[src/hdl/rbm_pkg.sv]
// ----------------------------------------------------------------------------
// rbm_pkg
// Shared types and constants of the block RMS history meter: sequencer
// states, shared root/divide unit command and status, register indexes.
// ----------------------------------------------------------------------------
package rbm_pkg;

  // configuration register indexes
  localparam logic [1:0] CFG_CHANNEL_COUNT = 2'd0;
  localparam logic [1:0] CFG_LOG2_BLOCK    = 2'd1;
  localparam logic [1:0] CFG_CAPTURE_EN    = 2'd2;

  localparam logic [3:0] RST_CHANNEL_COUNT = 4'd2;
  localparam logic [3:0] RST_LOG2_BLOCK    = 4'd6;
  localparam logic [3:0] LOG2_BLOCK_MAX    = 4'd12;

  // step counts of the shared unit
  localparam logic [5:0] DIV_STEPS  = 6'd32;
  localparam logic [5:0] ROOT_STEPS = 6'd16;

  typedef enum logic [4:0] {
    ST_IDLE,
    ST_SMP_SQ,
    ST_SMP_ACC,
    ST_SMP_WR,
    ST_Q_SETUP,
    ST_Q_EMPTY,
    ST_Q_CHINIT,
    ST_Q_ISSUE,
    ST_Q_RD,
    ST_UNIT_WAIT,
    ST_Q_ACC1,
    ST_Q_ACC2,
    ST_Q_E2,
    ST_Q_M32,
    ST_Q_MSQ,
    ST_Q_MEAN,
    ST_Q_EMIT
  } state_t;

  typedef struct packed {
    logic start;
    logic root;   // 1: square root, 0: divide
  } unit_cmd_t;

  typedef struct packed {
    logic busy;
    logic done;
  } unit_sts_t;

endpackage

[src/hdl/rbm_root_div.sv]
// ----------------------------------------------------------------------------
// rbm_root_div
// Shared restoring unit: 32-bit quotient division (one bit a cycle) or
// 16-bit floor square root of a 32-bit value (two bits a cycle).
// ----------------------------------------------------------------------------
module rbm_root_div #(
  parameter int NW = 17
) (
  input  logic               clk,
  input  logic               rst_n,
  input  rbm_pkg::unit_cmd_t cmd,
  input  logic [NW+31:0]     opa,
  input  logic [NW-1:0]      opb,
  output rbm_pkg::unit_sts_t sts,
  output logic [31:0]        res
);

  localparam int U_W = (NW + 1 > 19) ? NW + 1 : 19;

  logic [U_W-1:0] rem_r;
  logic [31:0]    quo_r;
  logic [31:0]    src_r;
  logic [NW-1:0]  div_r;
  logic [5:0]     cnt_r;
  logic           root_r;
  logic           busy_r;
  logic           done_r;

  logic [U_W-1:0] sh;
  logic [U_W-1:0] trial;
  logic           ge;
  logic [U_W-1:0] diff;

  always_comb begin
    if (root_r) begin
      sh    = {rem_r[U_W-3:0], src_r[31:30]};
      trial = U_W'({quo_r[15:0], 2'b01});
    end else begin
      sh    = {rem_r[U_W-2:0], src_r[31]};
      trial = U_W'(div_r);
    end
    ge   = (sh >= trial);
    diff = sh - trial;
  end

  always_ff @(posedge clk) begin
    if (!rst_n) begin
      busy_r <= 1'b0;
      done_r <= 1'b0;
    end else begin
      done_r <= 1'b0;
      if (cmd.start) begin
        busy_r <= 1'b1;
      end else if (busy_r && cnt_r == 6'd1) begin
        busy_r <= 1'b0;
        done_r <= 1'b1;
      end
    end
  end

  always_ff @(posedge clk) begin
    if (cmd.start) begin
      // dividend top part is below the divisor, so 32 steps cover the quotient
      rem_r  <= cmd.root ? '0 : U_W'(opa[NW+31:32]);
      src_r  <= opa[31:0];
      div_r  <= opb;
      quo_r  <= '0;
      root_r <= cmd.root;
      cnt_r  <= cmd.root ? rbm_pkg::ROOT_STEPS : rbm_pkg::DIV_STEPS;
    end else if (busy_r) begin
      rem_r <= ge ? diff : sh;
      quo_r <= {quo_r[30:0], ge};
      src_r <= root_r ? {src_r[29:0], 2'b00} : {src_r[30:0], 1'b0};
      cnt_r <= cnt_r - 6'd1;
    end
  end

  assign sts.busy = busy_r;
  assign sts.done = done_r;
  assign res      = quo_r;

endmodule

[config.mk]
export PLATFORM = sky130hd
export DESIGN_NAME = rbm_root_div
export DESIGN_NICKNAME = d
export VERILOG_FILES = /design/src/hdl/rbm_pkg.sv /design/src/hdl/rbm_root_div.sv
export SDC_FILE = /design/constraint.sdc
export NUM_CORES = 1
export LEC_CHECK = 0
export BUFFER_PORTS_ARGS = -buffer_cell sky130_fd_sc_hd__buf_4
export CAP_MARGIN = 20
export CORE_MARGIN = 2
export CORE_UTILIZATION = 59
export CTS_BUF_LIST = sky130_fd_sc_hd__clkbuf_4
export CTS_CLUSTER_DIAMETER = 80
export DETAILED_ROUTE_END_ITERATION = 16
export HOLD_SLACK_MARGIN = 0.02
export PLACE_DENSITY = 0.94
export SETUP_SLACK_MARGIN = 0.1
export SYNTH_ARGS = -nofsm -noshare
export SYNTH_HDL_FRONTEND = slang
export SYNTH_SLANG_ARGS = --single-unit
[constraint.sdc]
create_clock -name clk -period 4.65 [get_ports clk]
set_clock_uncertainty 0.2 [all_clocks]
set_input_delay 0.465 -clock clk [delete_from_list [all_inputs] [get_ports clk]]
set_output_delay 0.465 -clock clk [all_outputs]
set_load 0.05 [all_outputs]
==> results.sh <==
export IMPL_status="finished clean"
export IMPL_htree_num_levels=3
export IMPL_criticalPathCategory="flop to flop"
export IMPL_grt_total_usage_pct=26.97
export IMPL_synth_most_common_cell="mux2i_1"
export IMPL_synth_top_area_share_pct=36.48
export IMPL_first_global_vias=4715
export IMPL_nets=780
export IMPL_drt_iter0_drc=408
export IMPL_post_place_ws_ns=0.7137
export IMPL_drc=0
export IMPL_startpoint_type="flop"
export IMPL_synth_area_top_cells="edfxtp_1, mux2i_1, dfxtp_1"
export IMPL_vias=4966
export IMPL_fmax_mhz=248.7
export IMPL_dieArea_sq_um=11150
export IMPL_die_w_um=105.6
export IMPL_synth_fp_nets=674
export IMPL_diodes=0
export IMPL_worst_slew_pin_transition_ns=1.013
export IMPL_seq_area_frac_synth_pct=47.65
export IMPL_maxCapViolCount=0
export IMPL_endpoint_kind="flop"
export IMPL_relSlewSlack_pct=32.22
export IMPL_core_area_sq_um=10180
export IMPL_yosysWarningCount=0
export IMPL_grt_setup_unrepaired="no"
export IMPL_fp_dieH_um=105.6
export IMPL_synth_edff_count=74
export IMPL_setup_viol=0
export IMPL_dr_pass1_iters=6
export IMPL_fillCellCount=754
export IMPL_drive_gt1_share_pct=23.20
export IMPL_synth_common_cells="mux2i_1, edfxtp_1, nand2_1"
export IMPL_cp_required_ns=4.66
export IMPL_post_cts_buffers=0
export IMPL_fin_crit_sh_pct=86.47
export IMPL_wire_per_inst_um=18.46
export IMPL_power_density_nw_per_um2=466.2
export IMPL_antenna_left=0
export IMPL_initial_core_util_pct=59.82
export IMPL_area_growth_pct=19.29
export IMPL_vias_per_cell=5.983
export IMPL_gp_congestion=0.9441
export IMPL_worst_path_buf_inv=1
export IMPL_ys_async_sr_fraction_pct=0
export IMPL_placed_cells=795
export IMPL_cts_repair_resized=0
export IMPL_synth_cell_types=57
export IMPL_cts_sinks=108
export IMPL_worstHoldPathType="input port to flop"
export IMPL_grt_overflow_total=0
export IMPL_clk_path_buf_depth=2
export IMPL_path_clk_slew_ns=0.19
export IMPL_syn_area_sq_um=6092
export IMPL_num_rows=37
export IMPL_avgSynthCellArea_sq_um=10.45
export IMPL_critPathTopFamily="compound AO/OA/AOI/OAI gates"
export IMPL_power_mw=3.388
export IMPL_grt_pass1_wl_um=23880
export IMPL_final_cells=830
export IMPL_syn_inst=583
export IMPL_worst_path_max_fanout=16
export IMPL_portBuffers=103
export IMPL_fin_tns_setup_ns=0
export IMPL_leakagePower_nw=3.036
export IMPL_clockRootBuffer="clkbuf_4"
export IMPL_dp_final_hpwl_um=11000
export IMPL_worst_slack_ns=0.6291
export IMPL_slowest_stage="edfxtp_1"
export IMPL_crit_chain="buf_4 -> mux2i_1 -> ha_1 -> a211oi_1 -> or3b_4 -> o211ai_2 -> nand2_1 -> a221o_1"
export IMPL_ys_ff_latch=108
export IMPL_cts_buffers=9
export IMPL_synth_main_ff_cell="edfxtp_1"
export IMPL_placed_area_sq_um=6947
export IMPL_synth_largest_area_cell="edfxtp_1"
export IMPL_slew_viol_final=0
export IMPL_critPathArrivalTime_ns=4.03
export IMPL_ios=104
export IMPL_fin_area_sq_um=7267
export IMPL_antenna_found_initial=0
export IMPL_grt_max_degree=84
export IMPL_whs_ns=0.06534
export IMPL_final_util_pct=71.35
export IMPL_cts_tree="done"
export IMPL_drt_total_wl_um=15320
export IMPL_slowest_delay_ns=0.78
export IMPL_final_hold_viol_count=0
export IMPL_vdd_drop_max_uv=275.6
export IMPL_min_period_ns=4.021
export IMPL_worstSkewPairLatency_ns=0.46
-- power by group --
part | leakage [nW] | total, mW | internal, mW | switching [mW]
Combinational | 1.93 | 1.66 | 0.674 | 0.984
Clock | 0.0753 | 0.453 | 0.128 | 0.324
Sequential | 1.03 | 1.28 | 1.20 | 0.0771
-- what timing repair did --
| item | in CTS | in global routing |
|---|---|---|
| endpoints found under the hold margin | 19 | 0 |
| hold buffers | 19 | 0 |
| endpoints found under the setup margin | 0 | 0 |
-- final cells by class --
class / instances / area, sq um / area share, %
multi-input combinational: 426 / 2975 / 40.94
tap: 136 / 170.2 / 2.342
sequential: 108 / 2904 / 39.96
timing repair buffer: 133 / 1046 / 14.39
inverter: 11 / 41.29 / 0.5682
clock inverter: 6 / 55.05 / 0.7576
clock buffer: 10 / 75.07 / 1.033
-- tightest hold or removal path, stage by stage --
cell and delay [ns]:
buf_4 0.07, nand2_1 0.04, o31ai_1 0.06
-- cells in the final DEF (no fill, tap or decap), types with 19 or more instances in the layout --
cell type	instances
buf_4	114
mux2i_1	79
edfxtp_1	74
nand2_1	56
nor2_1	52
o21ai_0	48
dfxtp_1	33
a21oi_1	24
ha_1	20
dlygate4sd3_1	19
-- layer usage --
metal,global-route usage [%],share of wire (%)
met4,7.613,1.9
met3,3.711,6.1
met5,0,0
met2,43.04,46
met1,38.75,46
-- sequential cells by signal, summed over array words and instances (netlist names) --
register  count
busy_r        1
cnt_r         6
div_r        17
done_r        1
rem_r        18
res          32
root_r        1
src_r        32
-- final timing paths --
path	slack [ns]	start	depth (start not counted)	to
max	0.63	root_r$_DFFE_PP_	8	rem_r[6]$_DFFE_PP_
min	0.07	opa[33]	3	rem_r[1]$_DFFE_PP_
max reg2reg	0.63	root_r$_DFFE_PP_	8	rem_r[6]$_DFFE_PP_
min reg2reg	0.32	res[31]$_SDFFE_PP0P_	2	res[31]$_SDFFE_PP0P_
-- kinds of logic (layout without fill, tap and decap cells) --
logic type,count (synthesis),in the layout,synth area share [%]
mux,97,97,16.31
buf+inv,49,160,3.512
xor+xnor,12,12,1.725
flops,108,108,47.65
compound gates,131,131,14.27
simple gates,165,165,12.10
fa+ha+maj,21,21,4.436
Note: power is estimated with default switching activity, not from simulation.
